===== config.mk =====
export PLATFORM = sky130hd
export DESIGN_NAME = rbim_ram
export DESIGN_NICKNAME = d
export VERILOG_FILES = /design/src/design/rbim_ram.sv
export SDC_FILE = /design/constraint.sdc
export NUM_CORES = 1
export LEC_CHECK = 0
export BUFFER_PORTS_ARGS = -buffer_cell sky130_fd_sc_hd__buf_4
export CORE_MARGIN = 4
export CORE_UTILIZATION = 45
export DETAILED_ROUTE_END_ITERATION = 10
export PLACE_DENSITY = 0.69
export SYNTH_ARGS = -nofsm -noshare
export SYNTH_HDL_FRONTEND = slang
export SYNTH_SLANG_ARGS = --single-unit

===== constraint.sdc =====
create_clock -name clk -period 1.9 [get_ports clk]
set_input_delay 0.19 -clock clk [delete_from_list [all_inputs] [get_ports clk]]
set_output_delay 0.19 -clock clk [all_outputs]
set_load 0.05 [all_outputs]

===== src/design/rbim_ram.sv =====
// Generic single-port RAM with registered read.
module rbim_ram #(
  parameter int Width = 8,
  parameter int Depth = 16
) (
  input  logic                                        clk,
  input  logic                                        we,
  input  logic [(Depth > 1 ? $clog2(Depth) : 1)-1:0] addr,
  input  logic [Width-1:0]                            wdata,
  output logic [Width-1:0]                            rdata
);
  logic [Width-1:0] mem [Depth];

  always_ff @(posedge clk) begin
    if (we) begin
      mem[addr] <= wdata;
    end
    rdata <= mem[addr];
  end
endmodule


# Word level (Yosys, flattened, before mapping)
# Memories as Yosys holds them, arrays and structs flattened. A register that Yosys moved wholly into a read port is not among the register bits.
# Index checks and enable logic that the tools add are counted.
# op_classes
mux	2
# ops
op	count
two-way mux 1 bit	2
# word_totals
inputBits	14
ram_bits	128
mem_count	1
out_inout_bits	8
ff_bits	0
# mem_list
memory	words	word_bits	read_ports	rd_ports_with_merged_regs	wr	line	text
mem	16	8	1	1	1	12	logic [Width-1:0] mem [Depth];

# Longest topological paths before layout
# depth
ltp_word	2
ltp_mapped	5
ltp_nobuf	3

# Least setup slack after synthesis
# OpenSTA, ideal clock, no wires.
# synth_path
kind	input to register
start	input port addr[2] in the netlist's numbering
end	memory mem[0][0] (enable)
arrival_time_ns	1.300
path_slack_ns	0.217
path_buffers	0
required_time_ns	1.517
path_stages	2
setup_time_ns	0.383
cell_sequence	or3b_2 nor3_1
# synth_lines
item	line	text
start: declaration	8	input logic [(Depth > 1 ? $clog2(Depth) : 1)-1:0] addr,
end: declaration	12	
# No word-level cell before the write port.

==> out/metrics.sh <==
POWER_PER_CELL_AREA_mW_PER_MM2=1137
CRITICAL-PATH-MAX-STAGE-DELAY_NS=0.47
LAYOUT_SETUP_WS_NS=0.5401
CTS_TREE='done'
TIMING.CRITICAL_PATH.FROM_TYPE='flop'
P_SEQ_SHARE_PCT=48.5
DETAILEDPLACE.WORSTSLACK_NS=0.1680
FP.DIEH_UM=114.1
CLOCK_SINK_COUNT=136
NETS=296
DIE_WD_UM=114.1
NUMCTSBUFFERS=17
SYNTH_TOP_CELL_BY_AREA='sky130_fd_sc_hd__edfxtp_1'
WORST-ENDPOINT-ARRIVAL_NS=1.64
DRTITER0DRC=140
FINAL_REPORT_HOLD_VIOLATION_COUNT=0
CLOCK_TRANSITION_TIME_AT_THE_FLIP_FLOP_CLOCK_PINS_OF_THE_WORST_SETUP_AND_HOLD_PATHS_NS=0.06
TOTAL_SWITCHING_POWER_W=0.001405
RSZ_0062_RAISED_AFTER_GLOBAL_ROUTING='false'
AREA_USED_BY_SEQUENTIAL_LOGIC_IN_THE_LAYOUT_MM2=0.004004
INSERTEDDIODECOUNT=0
SEQ_TOTAL_AREA_YOSYS_PCT=79.01
SYNTH_TOP_AREA_SHARE_PCT=75.85
OUTCOME='completed'
AREA_DELTA_SYNTH_FINAL_PCT=20.86
DETAILEDROUTE.FIRSTPASSITERATIONCOUNT=4
POST_SYNTH_INSTANCE_AREA_MM2=0.005067
TIMING.HOLD.WORST.CLASS='in2reg'
WORSTSKEWPAIRLATENCY_NS=0.41
POWER_REPORT.INTERNAL_TOTAL_W=0.005556
DRC=0
POWER.LEAKAGE_nW=2.044
PIN_COUNT_OF_THE_BIGGEST_NET_ENTERING_GLOBAL_ROUTING=40
WORST-ENDPOINT-REQUIRED_NS=2.18
DPL-INSTANCE-AREA_MM2=0.005538
FINISH.INSTANCE_AREA_MM2=0.006125
POST-CTS-SETUP-BUFFER-COUNT=0
IR_WORST_VDD_mV=1.004
DR_TOTAL_VIAS=2324
PWR-SHARE-CLK_PCT=45.8
AVGSYNTHCELLAREA_UM2=22.03
TIMING.FINAL.CRIT_SHARE_PCT=71.58
DP.FINAL_HPWL_UM=5847
WHS_PATH_DEPTH=1
FP.COREAREA_MM2=0.01094
YOSYS-TOP-CELLS-AREA='sky130_fd_sc_hd__edfxtp_1 76%, sky130_fd_sc_hd__mux4_2 14%, sky130_fd_sc_hd__dfxtp_1 3.2%'
IOPINCOUNT=22
SYNTH_REGISTER_BITS=136
TIMING.CRITICAL_PATH.CELLS='mux4_2 -> a22oi_1 -> nand2_1'
POWER_FRAC_COMB_PCT=5.7
SYNTH_NETS=244
MULTI_INPUT_COMB_AREA_MM2=0.001003
COUNT_OF_NETS_LEFT_WITH_ANTENNA_VIOLATIONS_AFTER_DETAIL_ROUTING=0
TIMING_WORST_SLEW_PIN_VALUE_NS=0.5441
VIAS_PER_CELL=5.343
NUMBER_OF_BUFFERS_INSERTED_FOR_HOLD_REPAIR_AFTER_CLOCK_TREE_SYNTHESIS=0
INITIAL_UTILIZATION_PCT=46.34
WORSTSETUPPATHTYPE='reg2reg'
OVERFLOW=0
CP_SLOWEST_CELL='sky130_fd_sc_hd__mux4_2'
ROWS=38
LAYOUT.CELLS.MOST_COMMON_LIST='128 x sky130_fd_sc_hd__edfxtp_1, 42 x sky130_fd_sc_hd__buf_4, 32 x sky130_fd_sc_hd__mux4_2, 17 x sky130_fd_sc_hd__clkbuf_16, 16 x sky130_fd_sc_hd__a22oi_1'
CAP_VIOL_MAX_COUNT=0
POST_SYNTH_INST_COUNT=230
YOSYS_WARNINGS=0
DRIVE_ABOVE_1_SHARE_PCT=36.27
MOST_COMMON_CELL_AFTER_LAYOUT_FILL_AND_TAPS_ASIDE='sky130_fd_sc_hd__edfxtp_1'
CTS_ROOT_BUFFER='sky130_fd_sc_hd__clkbuf_16'
FINAL-MAX-SLEW-VIOLATION-COUNT=0
CTSHTREEMAXLEVEL=4
BUFFER_PORTS.INSERTED=21
FMAX_MHz=735.3
GRT_ANTENNA_BEFORE_REPAIR=0
ENDPOINT_KIND='flop'
NUMBER_OF_SETUP_VIOLATIONS_IN_THE_FINAL_REPORT=0
DETAIL_ROUTE.WIRELENGTH_UM=9225
FIN_WORST_SKEW_NS=0.005760
POWER_SWITCHING_SHARE_PCT=20.18
NUMBER_OF_GLOBAL_ROUTE_VIAS_BEFORE_REPAIR=2566
REG2REGPATHDEPTH=3
AVGROUTEDWIREPERCELL_UM=21.21
FILLERS=825
GR-USAGE-ALL-LAYERS_PCT=15.92
WIRE_LENGTH_OF_THE_FIRST_GLOBAL_ROUTING_PASS_UM=14790
YOSYSUNIQUECELLTYPES=18
CTS-ROOT-TO-SINK-BUFFERS=2
MAX_SLEW_MARGIN_PCT=63.65
DIE-AREA_MM2=0.01302
TOTAL_POWER_W=0.006961
TIMING.FINAL.CRIT_PERIOD_NS=1.360
WHS_NS=0.08607
WORST-PATH-MAX-FANOUT=1
TOTALNEGATIVESETUPSLACK_NS=0
GP_CONGESTION=0.7379
POST_CTS_RESIZE_COUNT=0
==> stage by stage <==
step | util (%) | cells
global placement | 50.64 | 403
global route | 56.01 | 435
finish | 56.01 | 435
detailed placement | 50.64 | 403
floorplan | - | 230
CTS | 56.01 | 435
==> final timing paths <==
kind         startpoint          to  slack, ns
max           mem[3][6]    rdata[6]       0.54
min            wdata[4]  mem[14][4]       0.09
max reg2reg   mem[3][6]    rdata[6]       0.54
min reg2reg  mem[14][0]    rdata[0]       0.67
==> final cells by class <==
type / instances / area share (%)
multi-input combinational: 83 / 16.38
timing repair buffer: 44 / 5.802
tap: 140 / 2.860
clock buffer: 18 / 7.007
clock inverter: 14 / 2.574
sequential: 136 / 65.37
==> power groups by stage <==
stage	clock (W)	sequential, W	combinational [W]
global route	0.00341	0.00338	0.000428
floorplan	0	0.00350	0.000173
global placement	0	0.00343	0.000395
detailed placement	0	0.00344	0.000401
finish	0.00319	0.00338	0.000397
CTS	0.00325	0.00338	0.000402
==> critical path: cells and delay by family, from the launching register on <==
kind               cells  cell delay (ns)
and+or+nand+nor        1             0.11
DFF                    1             0.37
AOI/OAI and AO/OA      1             0.29
muxes                  1             0.47
==> registers in the layout, indices dropped and copies added, names as in the netlist <==
register and flops:
mem 128, rdata 8
==> synth_stat cells, drive strengths merged <==
library cell,count
edfxtp,128
mux4,32
a22oi,16
nor2,13
nand2,9
buf,8
dfxtp,8
nor3,4
clkbuf,3
nand2b,2
nand3b,2
nor2b,2
and2,1
nand3,1
or3b,1
==> logic make-up (layout without fill, tap and decap cells) <==
family	after synthesis	after routing	synth area share, %
DFF	136	136	79.01
and+or+nand+nor	35	35	3.210
muxes	32	32	14.22
AOI/OAI and AO/OA	16	16	2.370
buffers and inverters	11	76	1.185
==> routing by layer <==
layer	share of wire [%]	track usage [%]	up-vias	wire length, um
li1	-	-	1069	-
met1	43	21.17	1193	4005
met2	51	24.40	58	4704
met3	4.8	4.810	4	445
met4	0.75	7.284	0	69
met5	0	0	-	0
Power figures use the tool's default switching activity.
