<file path="src/design/rbim_pkg.sv">
// Shared types and constants for the box IoU best-match block.
package rbim_pkg;

  localparam int CoordW = 12;
  localparam int IdW = 10;
  localparam int ScoreW = 18;
  localparam int LabelW = 8;
  localparam int FracW = 16;
  localparam int NumW = 25;
  localparam int DenW = 26;
  localparam int EntryW = IdW + 4 * CoordW;

  typedef enum logic [1:0] {
    KIND_CLEAR = 2'd0,
    KIND_LOAD  = 2'd1,
    KIND_QUERY = 2'd2,
    KIND_NONE  = 2'd3
  } kind_t;

  typedef enum logic [1:0] {
    CFG_AREA_EN  = 2'd0,
    CFG_HORIZ_EN = 2'd1,
    CFG_VERT_EN  = 2'd2,
    CFG_THRESH   = 2'd3
  } cfg_idx_t;

  typedef enum logic [3:0] {
    ST_IDLE,
    ST_READ,
    ST_GEOM,
    ST_PROD,
    ST_DEN,
    ST_AREA,
    ST_HORIZ,
    ST_VERT,
    ST_WAIT,
    ST_NEXT,
    ST_DONE
  } state_t;

  typedef struct packed {
    logic start;
    logic busy;
    logic done;
  } div_ctl_t;

endpackage

</file>
<file path="src/design/rbim_div.sv">
// Restoring radix-2 divider giving a truncated Q1.16 fraction num/den.
module rbim_div
  import rbim_pkg::*;
(
  input  logic            clk,
  input  logic            rst_n,
  input  logic            start,
  input  logic [NumW-1:0] num,
  input  logic [DenW-1:0] den,
  output div_ctl_t        ctl,
  output logic [FracW:0]  quot
);
  localparam int CntW = $clog2(FracW + 2);
  localparam int RemW = DenW + 1;

  logic [RemW-1:0] rem_r, rem_nxt;
  logic [DenW-1:0] den_r, den_nxt;
  logic [FracW:0]  q_r, q_nxt;
  logic [CntW-1:0] cnt_r, cnt_nxt;
  logic            busy_r, busy_nxt, done_r, done_nxt;
  logic [RemW-1:0] sh;

  always_comb begin
    rem_nxt = rem_r;
    den_nxt = den_r;
    q_nxt = q_r;
    cnt_nxt = cnt_r;
    busy_nxt = busy_r;
    done_nxt = 1'b0;
    sh = '0;
    if (start) begin
      den_nxt = den;
      q_nxt = '0;
      cnt_nxt = CntW'(FracW + 1);
      if (den == '0) begin
        rem_nxt = '0;
        busy_nxt = 1'b0;
        done_nxt = 1'b1;
      end else begin
        // num <= den, so the first step leaves quotient bit FracW
        rem_nxt = RemW'(num);
        busy_nxt = 1'b1;
      end
    end else if (busy_r) begin
      sh = rem_r;
      if (sh >= RemW'(den_r)) begin
        rem_nxt = (sh - RemW'(den_r)) << 1;
        q_nxt = {q_r[FracW-1:0], 1'b1};
      end else begin
        rem_nxt = sh << 1;
        q_nxt = {q_r[FracW-1:0], 1'b0};
      end
      cnt_nxt = cnt_r - 1'b1;
      if (cnt_r == CntW'(1)) begin
        busy_nxt = 1'b0;
        done_nxt = 1'b1;
      end
    end
  end

  always_ff @(posedge clk) begin
    if (!rst_n) begin
      busy_r <= 1'b0;
      done_r <= 1'b0;
      cnt_r <= '0;
    end else begin
      busy_r <= busy_nxt;
      done_r <= done_nxt;
      cnt_r <= cnt_nxt;
    end
    rem_r <= rem_nxt;
    den_r <= den_nxt;
    q_r <= q_nxt;
  end

  assign ctl = '{start: start, busy: busy_r, done: done_r};
  assign quot = q_r;
endmodule

</file>
<file path="config.mk">
export PLATFORM = sky130hd
export DESIGN_NAME = rbim_div
export DESIGN_NICKNAME = d
export VERILOG_FILES = /design/src/design/rbim_pkg.sv /design/src/design/rbim_div.sv
export SDC_FILE = /design/constraint.sdc
export NUM_CORES = 1
export LEC_CHECK = 0
export ABC_AREA = 0
export ABC_CLOCK_PERIOD_IN_PS = 7600
export BUFFER_PORTS_ARGS = -buffer_cell sky130_fd_sc_hd__buf_2
export CAP_MARGIN = 20
export CORE_UTILIZATION = 45
export DETAILED_ROUTE_END_ITERATION = 8
export GPL_TIMING_DRIVEN = 1
export HOLD_SLACK_MARGIN = 0.06
export MAX_ROUTING_LAYER = met4
export PLACE_DENSITY = 0.62
export SYNTH_ARGS = -nofsm -noshare
export SYNTH_HDL_FRONTEND = slang
export SYNTH_SLANG_ARGS = --single-unit
</file>
<file path="constraint.sdc">
create_clock -name clk -period 7.6 [get_ports clk]
set_input_delay 1.14 -clock clk [delete_from_list [all_inputs] [get_ports clk]]
set_output_delay 1.14 -clock clk [all_outputs]
set_load 0.01 [all_outputs]
</file>
Word level (Yosys, flattened, before mapping) --
Index checks and enable logic that the tools add are counted.
Operators by class: reductions and logical operators 3, magnitude comparators 1, equal/unequal tests 1, muxes and demuxes 15, bitwise logic cells 1, add/subtract/negate cells 2
Operators by type and width (number):
- 27-bit 2-to-1 mux | 3
- 27-bit by 26-bit >= comparator with 1-bit output | 1
- 26-bit logical NOT | 1
- 26-bit subtractor | 1
- 25-bit 2-to-1 mux | 1
- 5-bit 2-to-1 mux | 2
- 1-bit 2-to-1 mux | 9
- 5-bit by 1-bit equality test with 1-bit output (second input constant) | 1
- 5-bit by 1-bit subtractor with 5-bit output (second input constant) | 1
- 2-bit nonzero test | 1
- 2-bit OR reduction | 1
- 1-bit NOT | 1
Word-level totals: output and inout port bits 20, input bits 54, logic and storage cells 30, flip-flop bits (word level) 77

Logic depth before layout (Yosys ltp) --
depth after elaboration 4, mapped depth 12, depth with buffers taken out 10

Worst setup path after synthesis --
OpenSTA, ideal clock, no wires.
kind in2reg, start point in den[9], end point reg rem_r[17], data pin, buffers on the path 1, stages on the path 7, arrival time 2.618 ns, required time 7.333 ns, library setup time 0.267 ns, path slack 4.715 ns, cells stage by stage or4_1 > nor3_1 > nand4_1 > and2_1 > clkbuf_1 > a32oi_1 > o31ai_1
On the way: word-level cells in the longest chain between the ends 3
RTL lines:
- start, declared | RTL line rbim_div.sv:9 | input logic [DenW-1:0] den,
- 26-bit logical NOT | RTL line rbim_div.sv:35 | if (den == '0) begin
- 25-bit 2-to-1 mux | RTL line rbim_div.sv:35
- 27-bit 2-to-1 mux | RTL line rbim_div.sv:31 | if (start) begin
- via rem_nxt[17] | RTL line rbim_div.sv:16 | logic [RemW-1:0] rem_r, rem_nxt;
- end signal, assigned | RTL line rbim_div.sv:71 | rem_r <= rem_nxt;
- end, declared | RTL line rbim_div.sv:16
The timed path passes the listed nets, and every way through them passes these cells. A chain may end at the register's enable or synchronous reset.

Worst setup path after layout --
start point reg rem_r[16], end point reg rem_r[1], data pin
On the way: word-level cells in the longest chain between the ends 4
RTL lines:
- 27-bit by 26-bit >= comparator with 1-bit output | RTL line rbim_div.sv:46 | if (sh >= RemW'(den_r)) begin
- 27-bit 2-to-1 mux | RTL line rbim_div.sv:46
- 27-bit 2-to-1 mux | RTL line rbim_div.sv:44 | end else if (busy_r) begin
- 27-bit 2-to-1 mux | RTL line rbim_div.sv:31
- via rem_nxt[1] | RTL line rbim_div.sv:16
The timed path passes the listed nets, and every way through them passes these cells. The select of a mux whose other input is x is not followed.

==> summary.txt <==
Critical Path AT -> 3730 ps
YS warnings -> 0
initial antenna violation count -> 0
final hold vios -> 0
Remaining Overflow, GRT -> 0
Max VDD drop -> 0.132 mV
final setup vio count -> 0
WP data required -> 7720 ps
Max Freq -> 277 MHz
Max-Cap Viols -> 0
DR DRC count -> 0
# hold bufs at CTS -> 0
minimum clock period -> 3610 ps
multi-input combinational cell area -> 2430 sq um
final wirelength -> 11500 microns
startpoint types -> flop
detailed-placement wirelength estimate -> 8270 microns
Syn Area/Cell -> 9.74 sq um
clock sinks -> 77
Post-Syn Area -> 4760 sq um
number of buffers created by CTS -> 9
Synth area leader -> edfxtp_1
clock tree buffer depth -> 2
Clk pin slew, worst setup/hold paths -> 90 ps
Critical Setup Path Class -> flop to flop
WL/cell -> 16.6 microns
Area contributors post-synth -> edfxtp_1 (33%), dfxtp_1 (10%), ha_1 (7.4%), mux2i_1 (5.9%), nand2_1 (4.0%)
clk_lat worst skew -> 360 ps
pin count of the biggest net entering global routing -> 52
CP Capture Type -> flop
die area -> 11000 sq um
clock skew -> 13.8 ps
RSZ-0062 raised after global routing -> false
GRT Resource Usage Total -> 22.6%
post-synth cell types -> 65
slew margin rel. -> 32.2%
Async SR Flop Fraction -> 0%
# rows -> 37
min-delay worst type -> flop to flop
Most used DFF post-synth -> edfxtp_1
post-synth top area share -> 33.4%
Post-Syn Nets -> 572
status -> finished, final reports clean
drt initial violations -> 154
drt pass-1 iters -> 4
Max FO, Critical Path -> 24
htree depth -> 3
PnR worst setup slack -> 3990 ps
Initial Util -> 46.4%
DR vias/cell -> 5.59
Die Height -> 105 microns
PwrDens -> 277 nW/um^2
Fill cells -> 1002
post-synthesis sequential area ratio -> 43.5%
GPL Wtd Cong -> 0.889
Post-CTS Setup Inserts -> 0
Sequential Area -> 2070 sq um
Post-CTS Resized -> 0
Core ar. -> 10300 sq um
final antenna-violating net count -> 0
P_leak -> 0.00228 uW
#FFs+latches synth -> 77
ratio of cells with drive above 1 in the final layout -> 18.5%
final-stage net count -> 635
# diodes -> 0
Area Growth Syn to Fin -> 13.0%
DP Worst Slack -> 3920 ps
Final Cycle Share -> 47.5%
Clock Root Buffer -> clkbuf_8
# port buffers -> 73
# IOs -> 74
setup TNS -> 0 ps
Post-synth EDFFs -> 53
die width -> 105 microns
number of global-route vias before repair -> 3830
first-pass GRT wire length -> 18600 microns
CTS tree -> yes
total vias in the final route -> 3871
cells after synthesis -> 489
fin. max-slew vios -> 0
Least-Margin Pin Slew -> 1010 ps
-- kinds of logic (layout without fill, tap and decap cells) --
kind of cell | Yosys count | in the layout | share of synthesized area [%]
XOR/XNOR | 20 | 20 | 3.68
adder cells (fa/ha/maj) | 29 | 29 | 7.77
multiplexers | 28 | 28 | 5.88
buffers and inverters | 57 | 125 | 5.51
flip-flops | 77 | 77 | 43.5
AND/OR/NAND/NOR | 160 | 160 | 16.5
AO/OA/AOI/OAI | 118 | 118 | 17.1
-- where the power goes --
| group | switching [uW] | internal [uW] |
|---|---|---|
| combinational | 369 | 248 |
| clock | 171 | 156 |
| sequential | 28.0 | 517 |
-- layout by cell type, fill, tap and decap left out, types with 3 or more instances in the layout --
| cell | n |
|---|---|
| a211o_1 | 3 |
| a211oi_1 | 4 |
| a21o_1 | 4 |
| a21oi_1 | 35 |
| a31oi_1 | 6 |
| a32oi_1 | 4 |
| and3_1 | 7 |
| and4_1 | 3 |
| buf_2 | 73 |
| clkbuf_8 | 9 |
| dfxtp_1 | 24 |
| edfxtp_1 | 53 |
| ha_1 | 28 |
| inv_1 | 33 |
| inv_6 | 3 |
| mux2i_1 | 28 |
| nand2_1 | 51 |
| nand2b_1 | 7 |
| nand3_1 | 12 |
| nand4_1 | 4 |
| nor2_1 | 41 |
| nor2b_1 | 3 |
| nor3_1 | 9 |
| nor4_1 | 5 |
| nor4b_1 | 3 |
| o211ai_1 | 6 |
| o21a_1 | 6 |
| o21ai_0 | 17 |
| o311ai_0 | 4 |
| o31ai_1 | 5 |
| xnor2_1 | 13 |
| xor2_1 | 7 |
-- layout make-up --
| class | instances | share of cell area [%] |
|---|---|---|
| multi-input combinational | 355 | 45.1 |
| sequential | 77 | 38.5 |
| timing repair buffer | 75 | 7.07 |
| tap | 136 | 3.16 |
| inverter | 34 | 2.37 |
| clock buffer | 9 | 2.30 |
| clock inverter | 7 | 1.46 |
-- registers in the layout (all words and copies together), names as in the netlist --
| name | count |
|---|---|
| rem_r | 27 |
| den_r | 26 |
| quot | 17 |
| cnt_r | 5 |
| busy_r | 1 |
| done_r | 1 |
-- stage by stage --
stage / std cells / instance area [sq um] / hold slack (ps) / power (uW) / util, %
3_3_place_gp: 677 / 5180 / 469 / 1150 / 50.4
4_1_cts: 693 / 5380 / 497 / 1500 / 52.4
5_1_grt: 693 / 5380 / 551 / 1590 / 52.4
3_5_place_dp: 677 / 5180 / 488 / 1170 / 50.4
2_1_floorplan: 489 / 4760 / 469 / 1040 / -
6_report: 693 / 5380 / 497 / 1490 / 52.4
-- cell usage after synthesis, types with 4 or more instances --
cell type and number:
a31oi_1 6, nor2_1 41, nor4_1 5, a21oi_1 35, xnor2_1 13, buf_6 4
xor2_1 7, a21o_1 4, nand2b_1 7, nor3_1 9, and3_1 7, inv_1 33
nand3_1 12, a211oi_1 4, o21a_1 6, nand4_1 4, buf_4 4, ha_1 28
o211ai_1 6, clkbuf_1 11, mux2i_1 28, nand2_1 51, dfxtp_1 24, a32oi_1 4
o31ai_1 5, o21ai_0 17, edfxtp_1 53, o311ai_0 4
-- final timing paths --
check / start / end / slack [ps] / cells past startpoint
worst max-delay path: rem_r[16] / rem_r[1] / 3990 / 8
worst max register to register: rem_r[16] / rem_r[1] / 3990 / 8
worst min register to register: cnt_r[1] / cnt_r[1] / 500 / 2
worst min-delay path: cnt_r[1] / cnt_r[1] / 500 / 2
-- per-layer routing --
metal	global-route usage [%]	vias up	share of wire, %
met3	4.24	14	4.0
met5	-	-	0
met1	27.8	1851	45
li1	-	1925	-
met2	37.0	81	49
met4	8.65	0	1.8
-- critical path: stages, from the launching register on --
cell and delay (ps):
edfxtp_1 410, ha_1 400, a21oi_1 180, o21ai_0 160
o41ai_1 770, o21a_1 270, o211a_1 790, mux2i_1 170
a22o_1 210
Note: power is estimated with default switching activity, not from simulation.
